`src/rtl/mer_pkg.sv`:
```
// Shared types, constants and command codes for the midpoint ellipse rasterizer.
package mer_pkg;

  localparam int COORD_BITS_DEF = 11;  // default coordinate and semi-axis width
  localparam int OUT_W          = 13;  // width of the mirrored output coordinates
  localparam int DW             = 48;  // decision variable width, two's complement

  localparam logic FUNC_START  = 1'b0;
  localparam logic FUNC_STEP   = 1'b1;
  localparam logic REGION_TOP  = 1'b0;
  localparam logic REGION_SIDE = 1'b1;

  typedef enum logic [3:0] {
    ST_IDLE,
    ST_MUL_AA,
    ST_MUL_BB,
    ST_MUL_BAA,
    ST_MUL_ABB,
    ST_INIT,
    ST_STEP_B,
    ST_STEP_C,
    ST_EMIT
  } state_t;

  typedef enum logic [3:0] {
    OP_NONE,
    OP_LOAD,
    OP_MUL_AA,
    OP_MUL_BB,
    OP_MUL_BAA,
    OP_MUL_ABB,
    OP_INIT,
    OP_STEP_A,
    OP_STEP_B,
    OP_REGION2
  } cmd_op_t;

  typedef struct packed {
    cmd_op_t op;
    logic    emit;        // load the output register this cycle
    logic    emit_valid;  // point is to be plotted
    logic    emit_last;   // final result of the ellipse
  } ctrl_cmd_t;

  typedef struct packed {
    logic axis_zero;  // a start item carries a zero semi-axis
    logic region;     // current region
    logic test_ok;    // region test passed on the last step
    logic out_free;   // output register can take a result
  } dp_status_t;

endpackage

```
`src/rtl/mer_in_if.sv`:
```
// Input channel: start/step requests with semi-axes and center.
interface mer_in_if #(
  parameter int CW = mer_pkg::COORD_BITS_DEF
) ();
  logic          valid;
  logic          ready;
  logic          func;
  logic [CW-1:0] semi_x;
  logic [CW-1:0] semi_y;
  logic [CW-1:0] center_x;
  logic [CW-1:0] center_y;

  modport source (
    output valid, func, semi_x, semi_y, center_x, center_y,
    input  ready
  );
  modport sink (
    input  valid, func, semi_x, semi_y, center_x, center_y,
    output ready
  );
endinterface

```
`src/rtl/mer_out_if.sv`:
```
// Output channel: four mirrored coordinates plus region and status flags.
interface mer_out_if ();
  logic                              valid;
  logic                              ready;
  logic signed [mer_pkg::OUT_W-1:0]  px_right;
  logic signed [mer_pkg::OUT_W-1:0]  px_left;
  logic signed [mer_pkg::OUT_W-1:0]  py_down;
  logic signed [mer_pkg::OUT_W-1:0]  py_up;
  logic                              region;
  logic                              valid_res;
  logic                              last;

  modport source (
    output valid, px_right, px_left, py_down, py_up, region, valid_res, last,
    input  ready
  );
  modport sink (
    input  valid, px_right, px_left, py_down, py_up, region, valid_res, last,
    output ready
  );
endinterface

```
`src/rtl/mer_ctrl.sv`:
```
// Controller state machine: sequences setup multiplies, steps and result hand-off.
module mer_ctrl (
  input  logic                clk,
  input  logic                rst,
  input  logic                in_valid,
  input  logic                in_func,
  output logic                in_ready,
  output mer_pkg::ctrl_cmd_t  cmd,
  input  mer_pkg::dp_status_t status
);
  import mer_pkg::*;

  state_t state, state_next;
  logic   active, active_next;
  logic   flag_valid, flag_valid_next;
  logic   flag_last, flag_last_next;

  always_ff @(posedge clk) begin
    if (rst) begin
      state      <= ST_IDLE;
      active     <= 1'b0;
      flag_valid <= 1'b0;
      flag_last  <= 1'b0;
    end else begin
      state      <= state_next;
      active     <= active_next;
      flag_valid <= flag_valid_next;
      flag_last  <= flag_last_next;
    end
  end

  // next state
  always_comb begin
    state_next      = state;
    active_next     = active;
    flag_valid_next = flag_valid;
    flag_last_next  = flag_last;
    case (state)
      ST_IDLE: begin
        if (in_valid) begin
          if (in_func == FUNC_START) begin
            if (status.axis_zero) begin
              state_next      = ST_EMIT;
              active_next     = 1'b0;
              flag_valid_next = 1'b0;
              flag_last_next  = 1'b1;
            end else begin
              state_next = ST_MUL_AA;
            end
          end else if (active) begin
            state_next = ST_STEP_B;
          end else begin
            state_next      = ST_EMIT;
            flag_valid_next = 1'b0;
            flag_last_next  = 1'b1;
          end
        end
      end
      ST_MUL_AA:  state_next = ST_MUL_BB;
      ST_MUL_BB:  state_next = ST_MUL_BAA;
      ST_MUL_BAA: state_next = ST_MUL_ABB;
      ST_MUL_ABB: state_next = ST_INIT;
      ST_INIT: begin
        state_next      = ST_EMIT;
        active_next     = 1'b1;
        flag_valid_next = 1'b1;
        flag_last_next  = 1'b0;
      end
      ST_STEP_B:  state_next = ST_STEP_C;
      ST_STEP_C: begin
        state_next = ST_EMIT;
        if (status.test_ok || status.region == REGION_TOP) begin
          flag_valid_next = 1'b1;
          flag_last_next  = 1'b0;
        end else begin
          active_next     = 1'b0;
          flag_valid_next = 1'b0;
          flag_last_next  = 1'b1;
        end
      end
      ST_EMIT: begin
        if (status.out_free) begin
          state_next = ST_IDLE;
        end
      end
      default: state_next = ST_IDLE;
    endcase
  end

  // outputs
  always_comb begin
    in_ready       = (state == ST_IDLE);
    cmd.op         = OP_NONE;
    cmd.emit       = 1'b0;
    cmd.emit_valid = flag_valid;
    cmd.emit_last  = flag_last;
    case (state)
      ST_IDLE: begin
        if (in_valid) begin
          if (in_func == FUNC_START) begin
            cmd.op = OP_LOAD;
          end else if (active) begin
            cmd.op = OP_STEP_A;
          end
        end
      end
      ST_MUL_AA:  cmd.op = OP_MUL_AA;
      ST_MUL_BB:  cmd.op = OP_MUL_BB;
      ST_MUL_BAA: cmd.op = OP_MUL_BAA;
      ST_MUL_ABB: cmd.op = OP_MUL_ABB;
      ST_INIT:    cmd.op = OP_INIT;
      ST_STEP_B:  cmd.op = OP_STEP_B;
      ST_STEP_C: begin
        if (!status.test_ok && status.region == REGION_TOP) begin
          cmd.op = OP_REGION2;
        end
      end
      ST_EMIT:    cmd.emit = status.out_free;
      default:    cmd.op = OP_NONE;
    endcase
  end

endmodule

```
`src/rtl/mer_dp.sv`:
```
// Datapath: shared multiplier, incremental decision arithmetic, output register.
module mer_dp #(
  parameter int COORD_BITS = mer_pkg::COORD_BITS_DEF
) (
  input  logic                              clk,
  input  logic                              rst,
  input  mer_pkg::ctrl_cmd_t                cmd,
  output mer_pkg::dp_status_t               status,
  input  logic [COORD_BITS-1:0]             semi_x,
  input  logic [COORD_BITS-1:0]             semi_y,
  input  logic [COORD_BITS-1:0]             center_x,
  input  logic [COORD_BITS-1:0]             center_y,
  input  logic                              out_ready,
  output logic                              out_valid,
  output logic signed [mer_pkg::OUT_W-1:0]  px_right,
  output logic signed [mer_pkg::OUT_W-1:0]  px_left,
  output logic signed [mer_pkg::OUT_W-1:0]  py_down,
  output logic signed [mer_pkg::OUT_W-1:0]  py_up,
  output logic                              region,
  output logic                              valid_res,
  output logic                              last
);
  import mer_pkg::*;

  localparam int KW = 2 * COORD_BITS;      // a*a, b*b
  localparam int PW = 3 * COORD_BITS;      // multiplier product
  localparam int TW = 3 * COORD_BITS + 2;  // running x*b*b and y*a*a
  localparam int XW = COORD_BITS + 2;      // point offsets
  localparam int EW = (XW > OUT_W) ? XW : OUT_W;

  logic [COORD_BITS-1:0] axis_a, axis_b, origin_x, origin_y;
  logic [KW-1:0]         aa, bb;
  logic [PW-1:0]         mul, abb;
  logic [COORD_BITS-1:0] mul_a;
  logic [KW-1:0]         mul_b;
  logic [DW-1:0]         decision, part, corr, sixaa, sixbb, d2init;
  logic [XW-1:0]         cur_x, cur_y;
  logic [TW-1:0]         tx, ty;
  logic                  region_r, test_ok;
  logic                  neg;
  logic [EW-1:0]         sum_xr, sum_xl, sum_yd, sum_yu;

  // multiplier operand select
  always_comb begin
    mul_a = axis_a;
    mul_b = KW'(axis_a);
    case (cmd.op)
      OP_MUL_BB: begin
        mul_a = axis_b;
        mul_b = KW'(axis_b);
      end
      OP_MUL_BAA: begin
        mul_a = axis_b;
        mul_b = aa;
      end
      OP_MUL_ABB: begin
        mul_a = axis_a;
        mul_b = bb;
      end
      default: begin
      end
    endcase
  end

  assign neg = decision[DW-1];

  always_ff @(posedge clk) begin
    if (rst) begin
      region_r <= REGION_TOP;
      test_ok  <= 1'b0;
    end else begin
      case (cmd.op)
        OP_LOAD: begin
          axis_a   <= semi_x;
          axis_b   <= semi_y;
          origin_x <= center_x;
          origin_y <= center_y;
        end
        OP_MUL_AA: mul <= PW'(mul_a) * PW'(mul_b);
        OP_MUL_BB: begin
          aa  <= mul[KW-1:0];
          mul <= PW'(mul_a) * PW'(mul_b);
        end
        OP_MUL_BAA: begin
          bb  <= mul[KW-1:0];
          mul <= PW'(mul_a) * PW'(mul_b);
        end
        OP_MUL_ABB: begin
          ty  <= TW'(mul);
          mul <= PW'(mul_a) * PW'(mul_b);
        end
        OP_INIT: begin
          abb      <= mul;
          decision <= (DW'(ty) << 1) - DW'(aa) - (DW'(bb) << 1);
          d2init   <= (DW'(mul) << 1) - DW'(bb) - (DW'(aa) << 1);
          sixaa    <= (DW'(aa) << 2) + (DW'(aa) << 1);
          sixbb    <= (DW'(bb) << 2) + (DW'(bb) << 1);
          cur_x    <= '0;
          cur_y    <= XW'(axis_b);
          tx       <= '0;
          region_r <= REGION_TOP;
        end
        OP_STEP_A: begin
          if (region_r == REGION_TOP) begin
            part  <= decision - sixbb - (DW'(tx) << 2);
            corr  <= neg ? ((DW'(ty) << 2) - (DW'(aa) << 2)) : '0;
            cur_x <= cur_x + XW'(1);
            tx    <= tx + TW'(bb);
            if (neg) begin
              cur_y <= cur_y - XW'(1);
              ty    <= ty - TW'(aa);
            end
          end else begin
            part  <= decision - sixaa - (DW'(ty) << 2);
            corr  <= neg ? ((DW'(tx) << 2) - (DW'(bb) << 2)) : '0;
            cur_y <= cur_y + XW'(1);
            ty    <= ty + TW'(aa);
            if (neg) begin
              cur_x <= cur_x - XW'(1);
              tx    <= tx - TW'(bb);
            end
          end
        end
        OP_STEP_B: begin
          decision <= part + corr;
          test_ok  <= (region_r == REGION_TOP) ? (tx <= ty) : (ty <= tx);
        end
        OP_REGION2: begin
          region_r <= REGION_SIDE;
          cur_x    <= XW'(axis_a);
          cur_y    <= '0;
          tx       <= TW'(abb);
          ty       <= '0;
          decision <= d2init;
        end
        default: begin
        end
      endcase
    end
  end

  // mirrored coordinates, wrapped to the output width
  assign sum_xr = EW'(origin_x) + EW'(cur_x);
  assign sum_xl = EW'(origin_x) - EW'(cur_x);
  assign sum_yd = EW'(origin_y) + EW'(cur_y);
  assign sum_yu = EW'(origin_y) - EW'(cur_y);

  always_ff @(posedge clk) begin
    if (rst) begin
      out_valid <= 1'b0;
    end else if (cmd.emit) begin
      out_valid <= 1'b1;
    end else if (out_ready) begin
      out_valid <= 1'b0;
    end
  end

  always_ff @(posedge clk) begin
    if (cmd.emit) begin
      valid_res <= cmd.emit_valid;
      last      <= cmd.emit_last;
      if (cmd.emit_valid) begin
        px_right <= sum_xr[OUT_W-1:0];
        px_left  <= sum_xl[OUT_W-1:0];
        py_down  <= sum_yd[OUT_W-1:0];
        py_up    <= sum_yu[OUT_W-1:0];
        region   <= region_r;
      end else begin
        px_right <= '0;
        px_left  <= '0;
        py_down  <= '0;
        py_up    <= '0;
        region   <= REGION_TOP;
      end
    end
  end

  assign status.axis_zero = (semi_x == '0) || (semi_y == '0);
  assign status.region    = region_r;
  assign status.test_ok   = test_ok;
  assign status.out_free  = !out_valid || out_ready;

endmodule

```
`src/rtl/midpoint_ellipse_raster_core.sv`:
```
// Top level of the midpoint ellipse rasterizer: controller, datapath and checks.
//
// One result per input transfer. A start transfer (func = 0) loads the semi-axes and
// center and returns the top point (x = 0, y = b); each step transfer (func = 1)
// returns the next point as four mirrored coordinates. Region one walks from the top,
// region two from the right end; the step on which region two's test fails returns an
// invalid result with last set and the block goes idle. A start with a zero semi-axis,
// or a step while idle, also returns an invalid result marked last. The block is busy
// from an input transfer until its result is loaded into the output register. A step
// splits the decision update over two adder stages with the region test in the second,
// makes the optional hand-over to region two in the state after them, and then loads
// the result register. A start first makes four passes through the one shared
// multiplier that forms a*a, b*b, b*a*a and a*b*b. After setup no multiplies are
// needed: x*b*b and y*a*a are carried as running sums. A finished result sits in the
// output register, so a new input is taken while it waits; the block only stalls if
// the next result is ready before the previous one has been taken.
module midpoint_ellipse_raster_core #(
  parameter int COORD_BITS = mer_pkg::COORD_BITS_DEF
) (
  input  logic      clk,
  input  logic      rst,
  mer_in_if.sink    in_ch,
  mer_out_if.source out_ch
);
  import mer_pkg::*;

  ctrl_cmd_t  cmd;
  dp_status_t status;

  // sequencing: one item in flight, command per cycle to the datapath
  mer_ctrl u_ctrl (
    .clk      (clk),
    .rst      (rst),
    .in_valid (in_ch.valid),
    .in_func  (in_ch.func),
    .in_ready (in_ch.ready),
    .cmd      (cmd),
    .status   (status)
  );

  // arithmetic, point state and output register
  mer_dp #(
    .COORD_BITS (COORD_BITS)
  ) u_dp (
    .clk       (clk),
    .rst       (rst),
    .cmd       (cmd),
    .status    (status),
    .semi_x    (in_ch.semi_x),
    .semi_y    (in_ch.semi_y),
    .center_x  (in_ch.center_x),
    .center_y  (in_ch.center_y),
    .out_ready (out_ch.ready),
    .out_valid (out_ch.valid),
    .px_right  (out_ch.px_right),
    .px_left   (out_ch.px_left),
    .py_down   (out_ch.py_down),
    .py_up     (out_ch.py_up),
    .region    (out_ch.region),
    .valid_res (out_ch.valid_res),
    .last      (out_ch.last)
  );

`ifndef SYNTHESIS
  // a plotted point never ends the ellipse
  a_valid_not_last: assert property (@(posedge clk) disable iff (rst)
    out_ch.valid |-> !(out_ch.valid_res && out_ch.last))
    else $error("plotted point flagged last");

  // invalid results carry zero payload
  a_invalid_zero: assert property (@(posedge clk) disable iff (rst)
    (out_ch.valid && !out_ch.valid_res) |->
      (out_ch.px_right == '0 && out_ch.px_left == '0 && out_ch.py_down == '0 &&
       out_ch.py_up == '0 && out_ch.region == REGION_TOP))
    else $error("invalid result with nonzero payload");

  // a result is only loaded when the output register is free
  a_emit_free: assert property (@(posedge clk) disable iff (rst)
    cmd.emit |-> (!out_ch.valid || out_ch.ready))
    else $error("result overwrites a pending transfer");

  // a step starts only on an input transfer
  a_step_on_transfer: assert property (@(posedge clk) disable iff (rst)
    (cmd.op == OP_STEP_A) |-> (in_ch.valid && in_ch.ready && in_ch.func == FUNC_STEP))
    else $error("step issued without an input transfer");
`endif

endmodule
```
`src/flat_wrapper.sv`:
```
// flat-port wrapper written by rule: the top's interface ports become plain ports
module midpoint_ellipse_raster_core_flat import mer_pkg::*;
#(
  parameter int COORD_BITS = mer_pkg::COORD_BITS_DEF
)
  (clk, rst, in_ch_valid, in_ch_func, in_ch_semi_x, in_ch_semi_y, in_ch_center_x, in_ch_center_y, in_ch_ready, out_ch_valid, out_ch_px_right, out_ch_px_left, out_ch_py_down, out_ch_py_up, out_ch_region, out_ch_valid_res, out_ch_last, out_ch_ready);
  mer_in_if in_ch_i ();
  mer_out_if out_ch_i ();
  input  logic clk;
  input  logic rst;
  input wire logic [$bits(in_ch_i.valid)-1:0] in_ch_valid;
  input wire logic [$bits(in_ch_i.func)-1:0] in_ch_func;
  input wire logic [$bits(in_ch_i.semi_x)-1:0] in_ch_semi_x;
  input wire logic [$bits(in_ch_i.semi_y)-1:0] in_ch_semi_y;
  input wire logic [$bits(in_ch_i.center_x)-1:0] in_ch_center_x;
  input wire logic [$bits(in_ch_i.center_y)-1:0] in_ch_center_y;
  output wire logic [$bits(in_ch_i.ready)-1:0] in_ch_ready;
  output wire logic [$bits(out_ch_i.valid)-1:0] out_ch_valid;
  output wire logic [$bits(out_ch_i.px_right)-1:0] out_ch_px_right;
  output wire logic [$bits(out_ch_i.px_left)-1:0] out_ch_px_left;
  output wire logic [$bits(out_ch_i.py_down)-1:0] out_ch_py_down;
  output wire logic [$bits(out_ch_i.py_up)-1:0] out_ch_py_up;
  output wire logic [$bits(out_ch_i.region)-1:0] out_ch_region;
  output wire logic [$bits(out_ch_i.valid_res)-1:0] out_ch_valid_res;
  output wire logic [$bits(out_ch_i.last)-1:0] out_ch_last;
  input wire logic [$bits(out_ch_i.ready)-1:0] out_ch_ready;
  assign in_ch_i.valid = in_ch_valid;
  assign in_ch_i.func = in_ch_func;
  assign in_ch_i.semi_x = in_ch_semi_x;
  assign in_ch_i.semi_y = in_ch_semi_y;
  assign in_ch_i.center_x = in_ch_center_x;
  assign in_ch_i.center_y = in_ch_center_y;
  assign in_ch_ready = in_ch_i.ready;
  assign out_ch_valid = out_ch_i.valid;
  assign out_ch_px_right = out_ch_i.px_right;
  assign out_ch_px_left = out_ch_i.px_left;
  assign out_ch_py_down = out_ch_i.py_down;
  assign out_ch_py_up = out_ch_i.py_up;
  assign out_ch_region = out_ch_i.region;
  assign out_ch_valid_res = out_ch_i.valid_res;
  assign out_ch_last = out_ch_i.last;
  assign out_ch_i.ready = out_ch_ready;
  midpoint_ellipse_raster_core #(.COORD_BITS(COORD_BITS)) u_core (.clk(clk), .rst(rst), .in_ch(in_ch_i), .out_ch(out_ch_i));
endmodule
```
`config.mk`:
```
export PLATFORM = sky130hd
export DESIGN_NAME = midpoint_ellipse_raster_core_flat
export DESIGN_NICKNAME = d
export VERILOG_FILES = /design/src/rtl/mer_pkg.sv /design/src/rtl/mer_in_if.sv /design/src/rtl/mer_out_if.sv /design/src/rtl/mer_ctrl.sv /design/src/rtl/mer_dp.sv /design/src/rtl/midpoint_ellipse_raster_core.sv /design/src/flat_wrapper.sv
export SDC_FILE = /design/constraint.sdc
export NUM_CORES = 2
export LEC_CHECK = 0
export BUFFER_PORTS_ARGS = -buffer_cell sky130_fd_sc_hd__buf_4
export CAP_MARGIN = 20
export CORE_MARGIN = 3
export CORE_UTILIZATION = 71
export DETAILED_ROUTE_END_ITERATION = 8
export GPL_TIMING_DRIVEN = 0
export PLACE_DENSITY = 0.9
export SLEW_MARGIN = 10
export SYNTH_ARGS = -nofsm -noshare
export SYNTH_HDL_FRONTEND = slang
export SYNTH_HIERARCHICAL = 1
export SYNTH_SLANG_ARGS = --single-unit
```
`constraint.sdc`:
```
create_clock -name clk -period 28.8 [get_ports clk]
set_input_delay 2.88 -clock clk [delete_from_list [all_inputs] [get_ports clk]]
set_output_delay 2.88 -clock clk [all_outputs]
set_load 0.02 [all_outputs]
```
After elaboration in Yosys (flattened, before gate mapping):

Index checks and enable logic that the tools add are counted.
Widths: inputs -> output; s select.

* memories: 0
* register bits after elaboration: 603
* bits in latches: 0
* bits of input ports: 49
* RAM bits: 0
* word-level logic and storage cells: 170
* output and inout port bits: 57
* ROM bits: 0

* shift-type cells: 0
* divide/modulo/power cells: 0
* reduce and logical (&&, ||, !) cells: 31
* $lt $le $gt $ge: 2
* equal/unequal tests: 26
* $add $sub $neg: 25
* $mul: 1
* muxes and demuxes: 51
* bitwise operators: 2

Operators with widths (number)
* $pmux 35 s3: 2
* $mux 48: 4
* $pmux 48 s3: 1
* $mux 35: 4
* $sub 37x24->38: 3
* $sub 48x37->48: 2
* $sub 48x48->48: 2
* $pmux 13 s3: 2
* $add 35x22->35: 2
* $le 35x35->1: 2
* $sub 35x22->35: 2
* $pmux 22 s3: 1
* $pmux 4 s8: 2
* $mux 13: 4
* $add 24x23->25: 2
* $add 48x48->48: 1
* $sub 36x22->37: 1
* $sub 35x24->36: 1
* $sub 34x22->35: 1
* $mul 11x22->33: 1
* $eq 4x3->1 const B: 8
* $mux 4: 8
* $add 11x13->13: 2
* $add 13x1->13 const B: 2
* 28 further kinds: 78

Logic depth before layout (Yosys ltp):

* depth after elaboration: 8
* depth in mapped cells: 33
* gate-level depth less buffers: 31

Hierarchy:

The synthesis kept the hierarchy.

By module, submodules not included
* mer_dp: cells an instance 5610, area an instance 52320.2 um^2, seq. area each 15615.0 um^2, times used 1
* mer_ctrl: cells an instance 64, area an instance 464.2 um^2, seq. area each 140.1 um^2, times used 1

Least setup slack after synthesis:

OpenSTA, ideal clock, no wires.

* path kind: input -> register
* from: in in_ch_func
* to: reg u_core.u_dp.abb[0], enable pin
* path buffers: 5
* setup slack: 15.868 ns
* stages on the path: 10
* library setup time: 0.733 ns
* arrival: 12.199 ns
* required time: 28.067 ns
* cells stage by stage: nand2b_1 -> a21oi_1 -> or3_1 -> a21oi_1 -> clkbuf_1 -> buf_1 -> buf_1 -> clkbuf_1 -> clkbuf_1 -> nor3_1

RTL lines
* from (decl): line flat_wrapper.sv:12 `input wire logic [$bits(in_ch_i.func)-1:0] in_ch_func;`
* to (signal assigned): line mer_dp.sv:93 `abb <= mul;`
* to (decl): line mer_dp.sv:33 `logic [PW-1:0] mul, abb;`

==> qor.txt <==
Status -> finished with violations
Failing checks -> DRC
Hpwl dp -> 137700 µm
Via count of the first global-routing pass -> 45300
Post-synthesis mux area share -> 0.01095
Critical path peak fanout -> 10
Port bufs -> 105
# placed instances -> 6778
Share of cells above drive strength 1 -> 0.05821
Synth Area in Adders -> 0.2340
CP arrival -> 12.46 ns
FP Rows -> 99
Final setup TNS -> 0 ns
Largest net degree at the start of global routing -> 38
Final Hold Vio Count -> 0
Max clock buf depth -> 3
Max incr delay on CP -> 0.92 ns
Average wire per standard cell -> 25.08 µm
Setup WS post-layout -> 16.80 ns
Core ar. -> 73330 µm²
Synth top area cells -> edfxtp_1, ha_1, fa_1, xnor2_1, inv_1
Clock Skew -> 0.09496 ns
ANT nets after route -> 0
Fmax achieved -> 83.34 MHz
Max Cap Viol -> 0
Top-area cell type share of the netlist area -> 0.2947
CP max stage cell -> mux2i_1
Post-layout util -> 0.7805
Area Growth Syn to Fin -> 8.432%
GP Congestion -> 1.040
DRT iter0 DRCs -> 6123
H-tree Lvls -> 2
Clk_lat worst skew -> 0.71 ns
PwrDens -> 42.42 nW/µm²
First-pass GRT wire length -> 259200 µm
Cells after Synth -> 5674
Avg Cell Area, Syn -> 9.303 µm²
Synth area leader -> edfxtp_1
CP delay by family, top -> adder cells
Post-CTS Resized -> 0
CP Capture Type -> flop
Compound-Gate Fraction of Synth Area -> 0.1826
Tightest Pin Transition -> 1.229 ns
Worst Setup Path Type -> in2reg
DIE HEIGHT -> 278.7 µm
Post-synthesis simple-gate area fraction -> 0.1456
Clock Sinks -> 528
Layout Cells excl Fill -> 6887
Max-slew violation count -> 0
Post-synth EDFFs -> 518
Fin crit share -> 0.4166
CTS buffer count -> 59
Synth Area in XOR/XNOR -> 0.07716
Sequential area share after synthesis -> 0.2985
Die X -> 278.7 µm
Initial antenna violation count -> 2
Final wirelength -> 172700 µm
Yosys warns -> 6
Top Ports -> 106
Via count -> 46500
Synthesized cell area -> 52780 µm²
Total Routing Usage GR -> 0.4363
Critical path's most frequent cell -> fa_1
Post-CTS setup buffers -> 0
Hold Slack -> 0.4941 ns
Most common cell after layout, fill and taps aside -> ha_1
Req. time, crit path -> 29.26 ns
Via density -> 6.752
Final min period -> 12.00 ns
DIE AREA -> 77650 µm²
Synth cell types -> 92
Drc violations -> 2
Largest family of logic cells by synthesized area -> adder cells
CTS root buf -> clkbuf_16
Drt pass-1 iters -> 9
Ys flop type -> edfxtp_1
Final nets -> 6772
Most frequent cells in the layout -> ha_1, inv_1, edfxtp_1
Setup repair after global routing missed its margin -> false
Setup violations, final -> 0
Worst VDD drop -> 0.00005728 V
Worst slew margin -> 0.1807
FF+latch count, synth -> 528
Worst Setup Start Kind -> input pin
Min-delay worst type -> reg2reg
Worst path buffer plus inverter count -> 7
Reg clk slew, reported paths -> 0.07 ns
Pre-CTS WS -> 16.47 ns
Total gr overflow -> 0
Synth async-reset ratio -> 0
Leakage dissipation -> 0.02449 µW
Cts-stage hold buffer count -> 0
CTS tree -> done
Initial Util -> 0.7198
Mapped Nets -> 6565
synthesized netlist by cell type (15+ instances only):
master    count
xor2_1      165
and3_1       44
and2_1       52
buf_1        17
or2_2        26
a221oi_1     23
clkbuf_1    121
a31o_2       20
and4_1       21
nand2b_1     88
or3_1        41
mux2i_1      42
nand3_1      79
o21bai_1     45
o211ai_1     16
a21oi_1     401
nand4_1      41
nor2_1      429
a21boi_0     35
a31oi_1      44
o21ai_0     352
a211oi_1     81
nor2b_1      79
o31ai_1      30
xnor2_1     300
fa_1        242
nor4_1       33
o22ai_1      15
nor3_1      110
nor3b_1      27
a21o_1      183
o21a_1       87
edfxtp_1    518
ha_1        600
inv_1       564
nand2_1     442
logic make-up after synthesis:
family,Yosys count
simple gates,1579
mux,56
xor+xnor,465
flops,528
fa+ha+maj,842
compound gates,1493
buf+inv,711
per-layer routing:
layer  track usage  up-vias  share of wire
met5             0        -       0.000075
met4        0.2393        2          0.067
met3       0.08303      627           0.13
met2        0.6903     3092           0.45
met1        0.5714    22090           0.36
li1              -    20690              -
tightest hold or removal path: stages (launching register included):
cell	delay, ns
dfxtp_1	0.33
inv_1	0.07
a211oi_2	0.05
cell type report:
type,instances,area [µm²]
Clock buffer,65,1499
Tap cell,959,1200
Antenna cell,1,2.502
Multi-Input combinational cell,4435,34400
Fill cell,4842,16100
Inverter,565,2121
Clock inverter,42,420.4
Buffer,146,581.8
Sequential cell,528,15760
Timing Repair Buffer,146,1256
per-stage QoR:
stage | area, µm² | total power (µW)
after detailed placement | 55310 | 1654
after CTS | 57230 | 2406
after floorplan | 52780 | 1454
after global routing | 57230 | 2525
final | 57230 | 2428
after global placement | 54770 | 1613
flip-flops by register name, indices dropped and copies added (netlist names), 12 cells and up:
signal                count
u_core/u_dp/decision     48
u_core/u_dp/part         48
u_core/u_dp/corr         36
u_core/u_dp/d2init       36
u_core/u_dp/tx           35
u_core/u_dp/ty           35
u_core/u_dp/abb          33
u_core/u_dp/mul          33
u_core/u_dp/sixaa        24
u_core/u_dp/sixbb        23
u_core/u_dp/aa           22
u_core/u_dp/bb           22
u_core/u_dp/cur_x        13
u_core/u_dp/cur_y        13
u_core/u_dp/px_right     13
u_core/u_dp/py_down      13
u_core/u_dp/px_left      12
u_core/u_dp/py_up        12
report_power, final:
group          internal [µW]  leakage (µW)  switching, µW
sequential               890       0.00484           22.7
clock                    416      0.000923            342
combinational            304        0.0187            453
total                   1610        0.0245            818
final timing paths:
check	startpoint	end	slack, ns	cells after the start
max	in_ch_func	u_core/u_dp/mul[32]	16.80	32
min	u_core/u_ctrl/flag_last	u_core/u_ctrl/flag_last	0.49	2
max reg2reg	u_core/u_dp/region_r	u_core/u_dp/mul[32]	18.46	31
min reg2reg	u_core/u_ctrl/flag_last	u_core/u_ctrl/flag_last	0.49	2
No activity file was read; power rests on OpenSTA's default activity.
